File: src/rtl/core/rau_pkg.sv
package rau_pkg;

   localparam logic [2:0] OP_ADD = 3'd0;
   localparam logic [2:0] OP_SUB = 3'd1;
   localparam logic [2:0] OP_MUL = 3'd2;
   localparam logic [2:0] OP_DIV = 3'd3;
   localparam logic [2:0] OP_CMP = 3'd4;

   localparam logic [1:0] ST_OK   = 2'd0;
   localparam logic [1:0] ST_DIV0 = 2'd1;
   localparam logic [1:0] ST_OVF  = 2'd2;

   // Magnitudes are at most 2^62 plus carry; 64 bits hold every step.
   localparam int MagW = 64;

   typedef logic [MagW-1:0] mag_type;

   // Request to and answer from the shared divider.
   typedef struct packed {
      logic    start;
      mag_type dividend;
      mag_type divisor;
   } div_req_type;

   typedef struct packed {
      logic    done;
      mag_type quotient;
      mag_type remainder;
   } div_rsp_type;

endpackage

File: src/rtl/core/rau_divider.sv
// Restoring divider, one quotient bit per cycle.
module rau_divider (
   input  logic                 clock,
   input  logic                 reset,
   input  rau_pkg::div_req_type req,
   output rau_pkg::div_rsp_type rsp
);
   localparam int CntW = $clog2(rau_pkg::MagW + 1);

   logic                 busy_ff, busy_in;
   logic [CntW-1:0]      cnt_ff, cnt_in;
   rau_pkg::mag_type     quo_ff, quo_in;
   rau_pkg::mag_type     rem_ff, rem_in;
   rau_pkg::mag_type     dvs_ff, dvs_in;
   logic                 done_ff, done_in;
   logic [rau_pkg::MagW:0] trial;
   logic [rau_pkg::MagW:0] shifted;

   always_comb begin
      busy_in = busy_ff;
      cnt_in  = cnt_ff;
      quo_in  = quo_ff;
      rem_in  = rem_ff;
      dvs_in  = dvs_ff;
      done_in = 1'b0;
      shifted = {rem_ff, quo_ff[rau_pkg::MagW-1]};
      trial   = shifted - {1'b0, dvs_ff};
      if (req.start) begin
         busy_in = 1'b1;
         cnt_in  = CntW'(rau_pkg::MagW);
         quo_in  = req.dividend;
         rem_in  = '0;
         dvs_in  = req.divisor;
      end else if (busy_ff) begin
         if (!trial[rau_pkg::MagW]) begin
            rem_in = trial[rau_pkg::MagW-1:0];
            quo_in = {quo_ff[rau_pkg::MagW-2:0], 1'b1};
         end else begin
            rem_in = shifted[rau_pkg::MagW-1:0];
            quo_in = {quo_ff[rau_pkg::MagW-2:0], 1'b0};
         end
         cnt_in = cnt_ff - 1'b1;
         if (cnt_ff == CntW'(1)) begin
            busy_in = 1'b0;
            done_in = 1'b1;
         end
      end
   end

   always_ff @(posedge clock) begin
      if (reset) begin
         busy_ff <= 1'b0;
         done_ff <= 1'b0;
         cnt_ff  <= '0;
      end else begin
         busy_ff <= busy_in;
         done_ff <= done_in;
         cnt_ff  <= cnt_in;
      end
      quo_ff <= quo_in;
      rem_ff <= rem_in;
      dvs_ff <= dvs_in;
   end

   assign rsp.done      = done_ff;
   assign rsp.quotient  = quo_ff;
   assign rsp.remainder = rem_ff;
endmodule

File: config.mk
export PLATFORM = sky130hd
export DESIGN_NAME = rau_divider
export DESIGN_NICKNAME = d
export VERILOG_FILES = /design/src/rtl/core/rau_pkg.sv /design/src/rtl/core/rau_divider.sv
export SDC_FILE = /design/constraint.sdc
export NUM_CORES = 1
export LEC_CHECK = 0
export ABC_CLOCK_PERIOD_IN_PS = 4390
export BUFFER_PORTS_ARGS = -buffer_cell sky130_fd_sc_hd__buf_4
export CORE_MARGIN = 2
export CORE_UTILIZATION = 30
export CTS_CLUSTER_SIZE = 8
export DETAILED_ROUTE_END_ITERATION = 8
export HOLD_SLACK_MARGIN = 0.02
export PLACE_DENSITY = 0.61
export SLEW_MARGIN = 20
export SYNTH_ARGS = -nofsm -noshare
export SYNTH_HDL_FRONTEND = slang
export SYNTH_SLANG_ARGS = --single-unit
File: constraint.sdc
create_clock -name clock -period 4.39 [get_ports clock]
set_input_delay 0.439 -clock clock [delete_from_list [all_inputs] [get_ports clock]]
set_output_delay 0.439 -clock clock [all_outputs]
set_load 0.02 [all_outputs]
==> results of run 1 <==
-- layout make-up --
cell class	count	area (sq um)
multi-input combinational	843	6050
clock buffer	55	896
sequential	201	5310
clock inverter	1	8.76
tap	525	657
fill	3929	24300
timing repair buffer	272	2070
inverter	81	304
-- timing repair --
action                                 CTS  global route
hold buffers                             1             0
endpoints found under the hold margin    1             0
resized for setup                        0             0
-- metal layers --
| layer | GRT usage (%) | vias to the layer above | routed length [microns] |
|---|---|---|---|
| met5 | 0 | - | 12 |
| met4 | 6.13 | 2 | 1160 |
| met3 | 4.89 | 68 | 2890 |
| met2 | 27.8 | 361 | 16500 |
| met1 | 21.7 | 4648 | 15700 |
| li1 | - | 4871 | - |
-- kinds of logic after synthesis --
family                   Yosys count  share of synthesized area (%)
AO/OA/AOI/OAI                    308                           17.6
AND/OR/NAND/NOR                  302                           11.8
flip-flops                       201                           44.4
buffers and inverters            144                           5.08
multiplexers                     102                           9.21
adder cells (fa/ha/maj)           67                           7.08
XOR/XNOR                          64                           4.82
-- power groups by stage --
stage	clock network (mW)	registers (mW)	logic [mW]
2_1_floorplan	0	2.45	0.866
3_3_place_gp	0	2.36	1.48
3_5_place_dp	0	2.36	1.49
4_1_cts	2.29	2.33	1.50
5_1_grt	2.35	2.35	1.63
6_report	2.21	2.33	1.49
-- worst paths after layout --
path | endpoint | from | cells past startpoint | slack, ps
setup / recovery | rem_ff[62]$_SDFFE_PP0P_ | rem_ff[22]$_SDFFE_PP0P_ | 10 | 820
hold / removal | dvs_ff[35]$_DFFE_PP_ | req[35] | 1 | 50
setup reg to reg | rem_ff[62]$_SDFFE_PP0P_ | rem_ff[22]$_SDFFE_PP0P_ | 10 | 820
hold reg to reg | cnt_ff[1]$_SDFFE_PP0P_ | cnt_ff[1]$_SDFFE_PP0P_ | 2 | 490
-- sequential cells by signal, indices dropped and copies added, names as in the netlist --
register  count
busy_ff       1
cnt_ff        7
done_ff       1
dvs_ff       64
quo_ff       64
rem_ff       64
-- critical path, stage by stage, from the launching register on --
cell and delay, ps:
dfxtp_1 350, ha_1 420, a21oi_1 250, o21ai_0 160, a2111oi_0 600, nand3_1 310
a31oi_1 450, o31a_1 290, o41ai_1 110, xor2_1 160, a221o_1 340
-- cell usage in the layout, fill, tap and decap left out, drive strengths merged, types with 4 or more instances in the layout --
master    n
a211o     4
a211oi   41
a21o     24
a21oi    84
a221o    12
a311oi    5
a31oi    10
and2     11
buf     271
clkbuf   55
dfxtp    73
edfxtp  128
ha       66
inv      81
mux2     63
mux2i    39
nand2    82
nand3    10
nand4    22
nor2    113
nor2b     7
nor3     23
nor4      9
o21a     13
o21ai    54
o21bai   12
o31a      6
o31ai     6
or3       6
xnor2    37
xor2     27
-- stage by stage --
step / total power [mW] / utilization, %
floorplan: 3.32 / -
global placement: 3.84 / 36.4
detailed placement: 3.85 / 36.4
CTS: 6.11 / 38.7
global route: 6.34 / 38.7
finish: 6.03 / 38.7
==> impl_metrics.json, run 1 <==
{
  "cp.arrival_ps": 4010,
  "ys_ff_latch": 201,
  "htree_levels": 1,
  "area_delta_synth_final_pct": 28.0,
  "fp.dieH_microns": 204,
  "cts-buffers-inserted": 30,
  "worstMarginPinSlew_ps": 806,
  "cts_root_buf": "clkbuf_16",
  "synth-seq-area-share_pct": 44.4,
  "coreArea_sq_um": 39500,
  "port_buffers": 259,
  "worst_skew_pair.late_latency_ps": 570,
  "p_switching_mw": 1.84,
  "synth-warning-count": 0,
  "drv_slew": 0,
  "p_seq_share_pct": 38.6,
  "grt_max_degree": 84,
  "period_share_pct": 81.4,
  "synth_nets": 1386,
  "setup.worst_path.class": "reg -> reg",
  "p_int_mw": 4.19,
  "hold_slack_ps": 49.3,
  "avgSynthCellArea_sq_um": 10.1,
  "place_ws_ps": 873,
  "slew-limit-headroom_pct": 46.3,
  "final_cells": 1978,
  "hp-class": "in -> reg",
  "fin_area_sq_um": 15300,
  "gp_congestion": 0.874,
  "synth_common_cells": "edfxtp_1 (128), nor2_1 (113), nand2_1 (82)",
  "cts_sinks": 201,
  "dr.pass1.iters": 5,
  "wl_per_cell_microns": 18.4,
  "max-vdd-ir-drop_uv": 241,
  "cts_tree": "built",
  "drt_iter0_markers": 600,
  "synth_edf_count": 128,
  "place_area_sq_um": 14400,
  "clockPowerShare_pct": 36.7,
  "hpwl_microns": 27300,
  "rows": 73,
  "skew_ps": 21.1,
  "cts_max_path_buffers": 3,
  "antenna_found_initial": 1,
  "path_max_fanout": 8,
  "end_kind": "register",
  "post_cts_buffers": 0,
  "initial_utilization_pct": 30.2,
  "synth.most_common_cell": "edfxtp_1",
  "die_x_microns": 204,
  "hold_viol": 0,
  "grt_pass1_wl_microns": 55900,
  "dp.cells": 1921,
  "power.share.combinational_pct": 24.8,
  "max_freq_mhz": 280,
  "crit_path_start_kind": "register",
  "grt_usage_pct": 17.1,
  "diodes": 0,
  "finalSetupViolations": 0,
  "p_leak_nw": 6.45,
  "drive_above_1_share_pct": 27.0,
  "tns_ps": 0,
  "yosys.area.top_type_share_pct": 32.2,
  "rsz0062_at_grt": "false",
  "dieArea_sq_um": 41400,
  "post-route-drc-count": 0,
  "viasPerCell": 5.03,
  "nNetsFinal": 1627,
  "swShare_pct": 30.5,
  "synthTopCellsByArea": "edfxtp_1 (32%), dfxtp_1 (12%), ha_1 (6.9%)",
  "ys.flop_type": "edfxtp_1",
  "grt_pass1_vias": 9989,
  "power.density_nw_per_um2": 394,
  "wirelength_microns": 36300,
  "status": "finished clean",
  "period_minus_slack_ps": 3570,
  "clk_pin_slew_ps": 60,
  "netlist_area_sq_um": 11900,
  "gr-total-overflow": 0,
  "ios": 260,
  "vias": 9950,
  "synth_cell_type_count": 81,
  "postRouteAntennaNets": 0,
  "async_flop_share_pct": 0,
  "max-cap-violations": 0,
  "cp.required_ps": 4820,
  "syn_inst": 1188,
  "synth_top_area_cell": "edfxtp_1",
  "postLayoutSetupSlackWorst_ps": 815
}
Power figures use the tool's default switching activity.
==> run 2: changes to the inputs <==
- ABC_CLOCK_PERIOD_IN_PS: 4390 -> 3250
- PLACE_DENSITY: 0.61 -> 0.63
- clock period: 4.39 -> 3.25 ns (I/O delays scaled with it)
==> run 2 against run 1 <==
The run now ends with negative setup slack left. Sequential power grew 33%. Die area is the same. Register-to-register slack got worse by 830 ps. Highest routed layer unchanged. Critical endpoint unchanged. Largest power group unchanged. Routed wire length is 10% higher. Final cell count grew 11%.
==> impl_metrics.json, run 2 (synthesis gave the netlist of run 1 again) <==
{
  "final-seq-area_sq_um": 5310,
  "cp.required_ps": 3720,
  "cp.arrival_ps": 3740,
  "grt_pass1_vias": 11000,
  "crit_path_start_kind": "register",
  "cts-buffers-inserted": 30,
  "crit_path_cell_trace": "ha_4 -> fa_2 -> nor2b_2 -> o31a_1 -> o311a_1 -> buf_4 -> o211ai_1 -> nand3_2 -> a31oi_4 -> o31a_1 -> o41ai_2 -> xor2_1 -> a221o_1",
  "final_core_util_pct": 44.7,
  "crit_top_cell": "o31a_1",
  "fp.dieH_microns": 204,
  "p_total_mw": 8.61,
  "ios": 260,
  "slew-limit-headroom_pct": 57.5,
  "min_from": "req[70]",
  "cpMaxStageDelayCell": "edfxtp_1",
  "area_delta_synth_final_pct": 48.1,
  "grt_usage_pct": 18.2,
  "postLayoutSetupSlackWorst_ps": -16.9,
  "gp_congestion": 0.910,
  "p_leak_nw": 7.62,
  "hpwl_microns": 28000,
  "power.density_nw_per_um2": 487,
  "viasPerCell": 5.01,
  "cts_tree": "built",
  "grt_pass1_wl_microns": 60200,
  "failed_checks": "negative setup slack",
  "worstMarginPinSlew_ps": 635,
  "drv_slew": 0,
  "max-cap-violations": 0,
  "critical_path.top_delay_family": "compound AO/OA/AOI/OAI gates",
  "reg.largest.list": "dvs_ff (64), quo_ff (64), rem_ff (64)",
  "vias": 11000,
  "layout_common_cells": "buf_4 (392), edfxtp_1 (128), nor2_1 (111)",
  "post-route-drc-count": 0,
  "drt_iter0_markers": 499,
  "crit_buf_inv": 1,
  "drive_above_1_share_pct": 35.7,
  "hp-class": "in -> reg",
  "dp.cells": 2041,
  "clk_pin_slew_ps": 60,
  "cpPeakStageDelay_ps": 410,
  "multi_input_area_sq_um": 6450,
  "period_share_pct": 101,
  "cts_root_buf": "clkbuf_16",
  "antenna_found_initial": 1,
  "rows": 73,
  "hold_viol": 0,
  "finalSetupViolations": 5,
  "cts_max_path_buffers": 3,
  "worst_skew_pair.late_latency_ps": 580,
  "wl_per_cell_microns": 18.3,
  "diodes": 0,
  "gr-total-overflow": 0,
  "final_cells": 2189,
  "postRouteAntennaNets": 0,
  "skew_ps": 25.4,
  "status": "complete, but fails checks",
  "nNetsFinal": 1838,
  "coreArea_sq_um": 39500,
  "port_buffers": 259,
  "grt_max_degree": 70,
  "max-vdd-ir-drop_uv": 420,
  "period_minus_slack_ps": 3270,
  "final_common_cell": "buf_4",
  "r2r-start": "dvs_ff[0]$_DFFE_PP_",
  "cts_sinks": 201,
  "setup.worst_path.class": "reg -> reg",
  "path_max_fanout": 3,
  "end_kind": "register",
  "htree_levels": 1,
  "crit_start": "dvs_ff[0]$_DFFE_PP_",
  "wirelength_microns": 40100,
  "dr.pass1.iters": 5,
  "rsz0062_at_grt": "true",
  "initial_utilization_pct": 30.2,
  "die_x_microns": 204,
  "n_fill_cell": 3704,
  "max_freq_mhz": 306,
  "dieArea_sq_um": 41400
}
-- run 2: final timing paths --
| check | to | slack, ps | depth (start not counted) |
|---|---|---|---|
| worst max-delay path | rem_ff[62]$_SDFFE_PP0P_ | -20 | 13 |
| worst min-delay path | quo_ff[6]$_DFFE_PP_ | 50 | 2 |
| worst max register to register | rem_ff[62]$_SDFFE_PP0P_ | -20 | 13 |
| worst min register to register | cnt_ff[1]$_SDFFE_PP0P_ | 490 | 2 |
-- run 2: stage by stage --
| step | hold slack (ps) | area (sq um) | setup TNS [ps] | worst slack, ps |
|---|---|---|---|---|
| 2_1_floorplan | 397 | 11900 | 0 | 43.8 |
| 3_3_place_gp | 480 | 15300 | -7110 | -278 |
| 3_5_place_dp | 490 | 15300 | -9850 | -327 |
| 4_1_cts | 24.5 | 17100 | -15.0 | -15.0 |
| 5_1_grt | 30.4 | 17700 | -6170 | -158 |
| 6_report | 48.9 | 17700 | -35.3 | -16.9 |
-- run 2: per-layer routing --
| layer | global-route usage [%] | wire length [microns] | share of wire, % |
|---|---|---|---|
| met4 | 6.28 | 1480 | 3.7 |
| met3 | 4.27 | 2780 | 6.9 |
| met5 | 0 | 11 | 0.027 |
| met1 | 22.8 | 16800 | 42 |
| met2 | 30.8 | 19000 | 47 |
-- run 2: cell type report --
class                      count  share of cell area [%]
multi-input combinational    843                    36.4
sequential                   201                    30.0
timing repair buffer         483                    23.3
clock buffer                  50                    4.67
tap                          525                    3.71
inverter                      81                    1.72
clock inverter                 6                   0.219
-- run 2: power by group --
part / internal [mW] / leakage, nW / switching [mW] / total [mW]
clock: 1.71 / 0.415 / 1.18 / 2.89
sequential: 2.97 / 1.87 / 0.132 / 3.10
combinational: 1.23 / 5.34 / 1.38 / 2.62
total: 5.92 / 7.62 / 2.70 / 8.61
-- run 2: repair_timing --
item,in CTS,in global routing
setup buffers,6,10
endpoints found under the hold margin,66,0
resized for setup,27,76
pin swaps,3,60
endpoints found under the setup margin,59,65
hold buffers,65,0
cloned,4,7
